File: src/rtl/assert_macros.svh
// Assertion helpers, clocked on clk and disabled while rst_n is low.
`ifndef ASSERT_MACROS_SVH
`define ASSERT_MACROS_SVH

// Same-cycle implication
`define ASSERT_SAME(label, ante, cons) \
    label: assert property (@(posedge clk) disable iff (!rst_n) (ante) |-> (cons)) \
        else $error("assertion failed");

// Next-cycle implication
`define ASSERT_NEXT(label, ante, cons) \
    label: assert property (@(posedge clk) disable iff (!rst_n) (ante) |=> (cons)) \
        else $error("assertion failed");

`endif

File: src/rtl/gcrdec_pkg.sv
package gcrdec_pkg;

    localparam int DELTA_WIDTH_DEF = 16;
    localparam int CELL_W          = 13;
    localparam int ZCNT_W          = 6;

    localparam logic [CELL_W-1:0] CELL_SLOW_NS   = 13'd3200;
    localparam logic [CELL_W-1:0] CELL_FAST_NS   = 13'd2000;
    localparam logic [CELL_W-1:0] NOISE_SLOW_NS  = 13'(3200 * 3 / 4);
    localparam logic [CELL_W-1:0] NOISE_FAST_NS  = 13'(2000 * 3 / 4);
    localparam logic [ZCNT_W-1:0] ZERO_RUN_CAP   = 6'd40;
    localparam logic [31:0]       GCR_VALID_MASK = 32'h6EEC_EE00;

    localparam logic [3:0] WIN_LAST = 4'd9;

    // Strobes from the sequencer to the bit window
    typedef struct packed {
        logic clear;
        logic push;
        logic bit_val;
    } win_ctl_t;

    // Window response for the bit being pushed this cycle
    typedef struct packed {
        logic       emit;
        logic [7:0] byte_val;
    } win_res_t;

    // Strobes from the sequencer to the interval counter
    typedef struct packed {
        logic load;
        logic advance;
    } ivl_ctl_t;

    function automatic logic [3:0] gcr_nibble(input logic [4:0] code);
        logic [3:0] n;
        case (code)
            5'd9:    n = 4'd8;
            5'd11:   n = 4'd1;
            5'd13:   n = 4'd12;
            5'd14:   n = 4'd4;
            5'd15:   n = 4'd5;
            5'd18:   n = 4'd2;
            5'd19:   n = 4'd3;
            5'd21:   n = 4'd15;
            5'd22:   n = 4'd6;
            5'd23:   n = 4'd7;
            5'd25:   n = 4'd9;
            5'd26:   n = 4'd10;
            5'd27:   n = 4'd11;
            5'd29:   n = 4'd13;
            5'd30:   n = 4'd14;
            default: n = 4'd0;
        endcase
        return n;
    endfunction

endpackage

File: src/rtl/gcrdec_interval.sv
module gcrdec_interval
    import gcrdec_pkg::*;
#(
    parameter int DELTA_WIDTH = DELTA_WIDTH_DEF
) (
    input  logic                   clk,
    input  logic                   rst_n,
    input  ivl_ctl_t               ctl,
    input  logic [DELTA_WIDTH-1:0] delta,
    input  logic [CELL_W-1:0]      cell_len,
    output logic                   final_bit
);

    logic [DELTA_WIDTH-1:0] rem_reg, rem_next;
    logic [ZCNT_W-1:0]      zcnt_reg, zcnt_next;
    logic [DELTA_WIDTH:0]   two_cells;

    assign two_cells = {(DELTA_WIDTH + 1 - CELL_W)'(0), cell_len} << 1;

    // Last bit of the run once less than two cells remain or the zero run is capped
    assign final_bit = ({1'b0, rem_reg} < two_cells) || (zcnt_reg == ZERO_RUN_CAP);

    always_comb
    begin
        rem_next  = rem_reg;
        zcnt_next = zcnt_reg;
        if (ctl.load)
        begin
            rem_next  = delta;
            zcnt_next = '0;
        end
        else if (ctl.advance && !final_bit)
        begin
            rem_next  = rem_reg - DELTA_WIDTH'(cell_len);
            zcnt_next = zcnt_reg + 1'b1;
        end
    end

    always_ff @(posedge clk or negedge rst_n)
    begin
        if (!rst_n)
        begin
            rem_reg  <= '0;
            zcnt_reg <= '0;
        end
        else
        begin
            rem_reg  <= rem_next;
            zcnt_reg <= zcnt_next;
        end
    end

endmodule

File: src/rtl/gcrdec_window.sv
module gcrdec_window
    import gcrdec_pkg::*;
(
    input  logic     clk,
    input  logic     rst_n,
    input  win_ctl_t ctl,
    output win_res_t res
);

    logic [9:0] win_reg, win_next;
    logic [3:0] fill_reg, fill_next;
    logic [9:0] shifted;
    logic       hi_ok, lo_ok;

    assign shifted = {win_reg[8:0], ctl.bit_val};
    assign hi_ok   = GCR_VALID_MASK[shifted[9:5]];
    assign lo_ok   = GCR_VALID_MASK[shifted[4:0]];

    assign res.emit     = ctl.push && (fill_reg == WIN_LAST) && hi_ok && lo_ok;
    assign res.byte_val = {gcr_nibble(shifted[9:5]), gcr_nibble(shifted[4:0])};

    always_comb
    begin
        win_next  = win_reg;
        fill_next = fill_reg;
        if (ctl.clear)
        begin
            win_next  = '0;
            fill_next = '0;
        end
        else if (ctl.push)
        begin
            if (fill_reg != WIN_LAST)
            begin
                win_next  = shifted;
                fill_next = fill_reg + 1'b1;
            end
            else if (hi_ok && lo_ok)
            begin
                win_next  = '0;
                fill_next = '0;
            end
            else
            begin
                // bit slip: drop the oldest bit
                win_next  = {1'b0, shifted[8:0]};
                fill_next = WIN_LAST;
            end
        end
    end

    always_ff @(posedge clk or negedge rst_n)
    begin
        if (!rst_n)
        begin
            win_reg  <= '0;
            fill_reg <= '0;
        end
        else
        begin
            win_reg  <= win_next;
            fill_reg <= fill_next;
        end
    end

endmodule

File: src/rtl/gcr_flux_to_nibble_decoder_unit.sv
// Flux interval to GCR byte decoder. Each accepted interval is turned into a run of
// floor(interval / cell) - 1 zero bits (none for short intervals, at most 40) and a
// closing one bit; intervals under three quarters of a cell are dropped as noise.
// The bits are shifted into a 10-bit window by a subtract-and-compare interval
// counter, one per clock unless a pending byte is held back by the output stall.
// An item is accepted, shifted bit by bit and flushed, and in_stall holds off the
// next one until the FSM is idle again; noise is only accepted. Up to two bytes come
// out per interval; last_of_run marks the final one. cell_mode selects a 3200 ns or
// 2000 ns cell and may be written only while no transaction is in flight.
`include "assert_macros.svh"

module gcr_flux_to_nibble_decoder_unit
    import gcrdec_pkg::*;
#(
    parameter int DELTA_WIDTH = DELTA_WIDTH_DEF
) (
    input  logic                   clk,
    input  logic                   rst_n,
    input  logic                   in_valid,
    output logic                   in_stall,
    input  logic [DELTA_WIDTH-1:0] flux_delta_ns,
    input  logic                   start_of_track,
    output logic                   out_valid,
    input  logic                   out_stall,
    output logic [7:0]             data_byte,
    output logic                   last_of_run,
    input  logic                   cfg_valid,
    output logic                   cfg_ready,
    input  logic                   cfg_data
);

    typedef enum logic [1:0] {
        ST_IDLE,
        ST_SHIFT,
        ST_FLUSH
    } state_t;

    state_t     state_reg;
    logic       cell_mode_reg;
    logic       pend_valid_reg;
    logic [7:0] pend_byte_reg;
    logic       out_valid_reg;
    logic [7:0] out_byte_reg;
    logic       out_last_reg;

    logic              in_accept;
    logic              out_free;
    logic              out_load;
    logic              step;
    logic              final_bit;
    logic [CELL_W-1:0] cell_len;
    logic [CELL_W-1:0] noise_lim;
    logic              is_noise;
    win_ctl_t          wctl;
    win_res_t          wres;
    ivl_ctl_t          ictl;

    assign cfg_ready   = 1'b1;
    assign in_stall    = (state_reg != ST_IDLE);
    assign in_accept   = in_valid && !in_stall;
    assign out_valid   = out_valid_reg;
    assign data_byte   = out_byte_reg;
    assign last_of_run = out_last_reg;

    assign cell_len  = cell_mode_reg ? CELL_FAST_NS : CELL_SLOW_NS;
    assign noise_lim = cell_mode_reg ? NOISE_FAST_NS : NOISE_SLOW_NS;
    assign is_noise  = flux_delta_ns < DELTA_WIDTH'(noise_lim);

    assign out_free = !out_valid_reg || !out_stall;
    // Hold the shifter while a pending byte could not be moved out
    assign step     = (state_reg == ST_SHIFT) && (!pend_valid_reg || out_free);
    assign out_load = (step && wres.emit && pend_valid_reg)
                   || ((state_reg == ST_FLUSH) && pend_valid_reg && out_free);

    assign wctl.clear   = in_accept && start_of_track;
    assign wctl.push    = step;
    assign wctl.bit_val = final_bit;

    assign ictl.load    = in_accept;
    assign ictl.advance = step;

    gcrdec_interval #(
        .DELTA_WIDTH(DELTA_WIDTH)
    ) u_interval (
        .clk      (clk),
        .rst_n    (rst_n),
        .ctl      (ictl),
        .delta    (flux_delta_ns),
        .cell_len (cell_len),
        .final_bit(final_bit)
    );

    gcrdec_window u_window (
        .clk  (clk),
        .rst_n(rst_n),
        .ctl  (wctl),
        .res  (wres)
    );

    always_ff @(posedge clk or negedge rst_n)
    begin
        if (!rst_n)
        begin
            state_reg      <= ST_IDLE;
            cell_mode_reg  <= 1'b0;
            pend_valid_reg <= 1'b0;
            out_valid_reg  <= 1'b0;
            pend_byte_reg  <= '0;
            out_byte_reg   <= '0;
            out_last_reg   <= 1'b0;
        end
        else
        begin
            if (cfg_valid && cfg_ready)
            begin
                cell_mode_reg <= cfg_data;
            end

            // raise on a new output transaction, drop it once taken
            if (out_load)
            begin
                out_valid_reg <= 1'b1;
            end
            else if (out_valid_reg && !out_stall)
            begin
                out_valid_reg <= 1'b0;
            end

            case (state_reg)
                ST_IDLE:
                begin
                    if (in_accept && !is_noise)
                    begin
                        state_reg <= ST_SHIFT;
                    end
                end
                ST_SHIFT:
                begin
                    if (step)
                    begin
                        if (wres.emit)
                        begin
                            if (pend_valid_reg)
                            begin
                                out_byte_reg <= pend_byte_reg;
                                out_last_reg <= 1'b0;
                            end
                            pend_valid_reg <= 1'b1;
                            pend_byte_reg  <= wres.byte_val;
                        end
                        if (final_bit)
                        begin
                            state_reg <= ST_FLUSH;
                        end
                    end
                end
                ST_FLUSH:
                begin
                    if (!pend_valid_reg)
                    begin
                        state_reg <= ST_IDLE;
                    end
                    else if (out_free)
                    begin
                        out_byte_reg   <= pend_byte_reg;
                        out_last_reg   <= 1'b1;
                        pend_valid_reg <= 1'b0;
                        state_reg      <= ST_IDLE;
                    end
                end
                default:
                begin
                    state_reg <= ST_IDLE;
                end
            endcase
        end
    end

    `ASSERT_SAME(a_no_pend_idle, state_reg == ST_IDLE, !pend_valid_reg)
    `ASSERT_SAME(a_emit_has_slot, step && wres.emit && pend_valid_reg, out_free)
    `ASSERT_NEXT(a_flush_done, state_reg == ST_FLUSH && !pend_valid_reg, state_reg == ST_IDLE)

endmodule

File: config.mk
export PLATFORM = sky130hd
export DESIGN_NAME = gcr_flux_to_nibble_decoder_unit
export DESIGN_NICKNAME = d
export VERILOG_FILES = /design/src/rtl/gcrdec_pkg.sv /design/src/rtl/gcrdec_interval.sv /design/src/rtl/gcrdec_window.sv /design/src/rtl/gcr_flux_to_nibble_decoder_unit.sv
export VERILOG_INCLUDE_DIRS = /design/src /design/src/rtl
export SDC_FILE = /design/constraint.sdc
export NUM_CORES = 1
export LEC_CHECK = 0
export BUFFER_PORTS_ARGS = -buffer_cell sky130_fd_sc_hd__buf_2
export CORE_MARGIN = 4
export CORE_UTILIZATION = 30
export DETAILED_ROUTE_END_ITERATION = 10
export HOLD_SLACK_MARGIN = 0.06
export PLACE_DENSITY = 0.56
export SLEW_MARGIN = 20
export SYNTH_ARGS = -nofsm -noshare
export SYNTH_HDL_FRONTEND = slang
export SYNTH_HIERARCHICAL = 1
export SYNTH_SLANG_ARGS = --single-unit
File: constraint.sdc
create_clock -name clk -period 12.05 [get_ports clk]
set_input_delay 1.205 -clock clk [delete_from_list [all_inputs] [get_ports clk]]
set_output_delay 1.205 -clock clk [all_outputs]
set_load 0.1 [all_outputs]
==> metrics.md <==
| Metric | Value |
|---|---|
| Post-layout min period | 4500 ps |
| Worst IR Drop VDD | 0.0857 mV |
| Period utilisation layout | between 30% and 40% |
| Status | finished, final reports clean |
| First-pass GRT wire length | around 17,000 µm |
| Mapped Area | between 4000 and 5000 µm² |
| Async SR Flop Fraction | between 90% and 100% |
| Avg Vias per Cell | just over 5 |
| Initial core utilization | between 30% and 40% |
| Vias in the first global route | around 3,500 |
| DIE HEIGHT | between 100 and 150 µm |
| Placed Instance Area | about 4700 µm² |
| Post-CTS resize count | 0 |
| HP Class | reg2reg |
| Stages on worst setup path | 18 |
| CP dominant cell by count | inv_1 |
| Die ar. | around 17,000 µm² |
| Post-Syn Instances | about 470 |
| Final WL | 9870 µm |
| Max H-tree Level | 3 |
| RR Endpoint | data_byte[7] |
| Initial antenna violation count | 0 |
| Slowest cell on the critical path | a21oi_1 |
| Global route overflow | 0 |
| CP Launch Type | flop |
| Fillers | about 1,400 |
| Routability cong. | around 0.84 |
| Clock skew | ~2.8 ps |
| Slew of the pin with the lowest slew margin | 892 ps |
| Clock slew at reported path FFs | roughly 50 ps |
| Synth unique cells | 69 |
| Die W | 129 µm |
| Overall Power | approximately 1.3 mW |
| Slew Limit Fails | 0 |
| DR pass1 iterations | 5 |
| Top cells by area, synth | dfrtp_1, ha_1, mux2_2 |
| Reg2Reg Depth | 18 |
| Post-synth EDFFs | 0 |
| Vias after detailed routing | between 3,000 and 4,000 |
| CP Cell Sequence | inv_1, inv_1, ha_1, nand4_1, nor4_1, nor3_1, o21ai_0, nand2_1, inv_1, ha_1, and4_1, a21oi_1, nand2_1, and3_1, nor2b_1, a21boi_2, nor2_4, mux2_2 |
| Yosys Warn Count | 6 |
| Ant. Diodes | 0 |
| Worst setup path endpoint | data_byte[7] |
| Count leader, synth | dfrtp_1 |
| RSZ-0062 raised after global routing | no |
| CP max FO | 11 |
| Pwr per Cell Area | around 260 nW/µm² |
| Post-CTS setup buffers | 0 |
| Layout Area Growth over Synthesis | 15.3% |
| Design area | slightly above 5000 µm² |
| Largest net degree at the start of global routing | between 50 and 60 |
| Max Cap Violations | 0 |
| Final setup violation count | 0 |
| Max reg flops | 16 |
| I/O pin count | 35 |
| # nets final | just under 600 |
| Worst-Skew Late Latency | 330 ps |
| Final hold vios | 0 |
| CTS Buffer Depth | 2 |
| 1st-iter DRT viols | 172 |
| Row count | 43 |
| Top_reg_cell synth | dfrtp_1 |
| Rel. slew slack | 40.3% |
| Crit path from | cell_mode_reg |
| Synth top cells by count | dfrtp_1, nand2_1, ha_1 |
| CTS Hold Buffers Added | 0 |
| Leak Pwr | 2.32 nW |
| Core area | 14,000 µm² |
| CTS tree | built |
| Post-synth top area cell | dfrtp_1 |
| Detail Placement HPWL | between 7000 and 8000 µm |
| Critical R2R Launch | cell_mode_reg |
| Cell family with most CP delay | simple AND/OR/NAND/NOR gates |
| Layout cell share with drive strength beyond 1 | a little under a fifth |
| GRT Util Overall | 12.5% |
| WL per Instance | about 14 µm |
| Worst Setup End Kind | flop |
| CP arrival | ~4700 ps |
| Clock Root Buffer | clkbuf_16 |
| Synth top area share | between 30% and 40% |
| CP required | about 12,000 ps |
| WP buf/inv | 3 |
| FMAX | around 0.22 GHz |
| Drc violations | 0 |
| Post-DRT Antenna Nets | 0 |
| Syn Area/Cell | around 9.2 µm² |
| HP Start | pend_byte_reg[7] |
| Total CTS buffers | 9 |
| Synth Register Bits | 57 |
| Register area share after synthesis | approximately a third |
| Setup Crit Path Kind | reg2reg |
| Setup TNS | 0 ps |
| Number of port buffers | 33 |
| Critical Path Max Stage Delay | approximately 630 ps |
| Reg2Reg Setup Slack | approximately 7500 ps |
| Clk sinks | between 50 and 60 |
==> cells by family (layout without fill, tap and decap cells) <==
| logic type | count (synthesis) | count (layout) | share of synthesized area (%) |
|---|---|---|---|
| XOR/XNOR | 15 | 15 | 3.01 |
| AO/OA/AOI/OAI | 117 | 117 | 19.0 |
| AND/OR/NAND/NOR | 155 | 155 | 18.9 |
| other | 2 | 11 | 0.172 |
| buffers and inverters | 48 | 82 | 4.73 |
| adder cells (fa/ha/maj) | 45 | 45 | 13.1 |
| flip-flops | 57 | 57 | 32.7 |
| multiplexers | 34 | 34 | 8.43 |
==> power by group <==
group	leakage [nW]	internal [mW]	switching, mW	total, mW
clock network	0.152	0.180	0.0886	0.268
logic	1.44	0.305	0.397	0.701
registers	0.729	0.259	0.0900	0.349
==> through the flow <==
| stage | util, % | worst slack (ps) | std cells | hold WS [ps] |
|---|---|---|---|---|
| floorplan | - | 8270 | 482 | 474 |
| global placement | 33.6 | 7710 | 680 | 486 |
| detailed placement | 33.6 | 7540 | 680 | 489 |
| CTS | 35.8 | 7540 | 696 | 503 |
| global route | 35.8 | 7120 | 696 | 516 |
| finish | 35.8 | 7550 | 696 | 500 |
==> placed cells by master, fill, tap and decap left out, types with 6 or more instances in the layout <==
cell type / count
inv_1: 30
a32oi_1: 7
dfrtp_1: 57
a31oi_1: 6
mux2_2: 22
nor2_1: 24
mux2i_1: 12
nand2_1: 47
and3_1: 13
clkbuf_16: 9
xnor2_1: 8
conb_1: 11
xor2_1: 7
o31ai_1: 11
nand3_1: 13
o21ai_0: 29
nand2b_1: 12
buf_2: 33
ha_1: 44
nor2b_1: 8
a21oi_1: 28
==> metal layers <==
layer | global-route usage [%] | wire [µm]
met1 | 16.8 | 4770
met2 | 19.5 | 4470
met3 | 2.91 | 452
met4 | 4.76 | 176
met5 | 0 | 0
==> final cells by class <==
cell class | instances | area [µm²] | area share, %
clock buffer | 10 | 229 | 4.55
clock inverter | 6 | 82.6 | 1.64
inverter | 30 | 113 | 2.24
multi-input combinational | 377 | 2770 | 55.0
sequential | 57 | 1430 | 28.3
tap | 180 | 225 | 4.48
timing repair buffer | 36 | 188 | 3.73
==> worst min-delay path by stage <==
stage,to,slack (ps),depth (start not counted)
final,pend_byte_reg[7],500,1
after global routing,data_byte[0],520,1
after CTS,pend_byte_reg[7],500,1
after floorplan,pend_byte_reg[0],470,1
after detailed placement,pend_byte_reg[7],490,1
after global placement,data_byte[4],490,1
(Power assumes the default switching activity.)
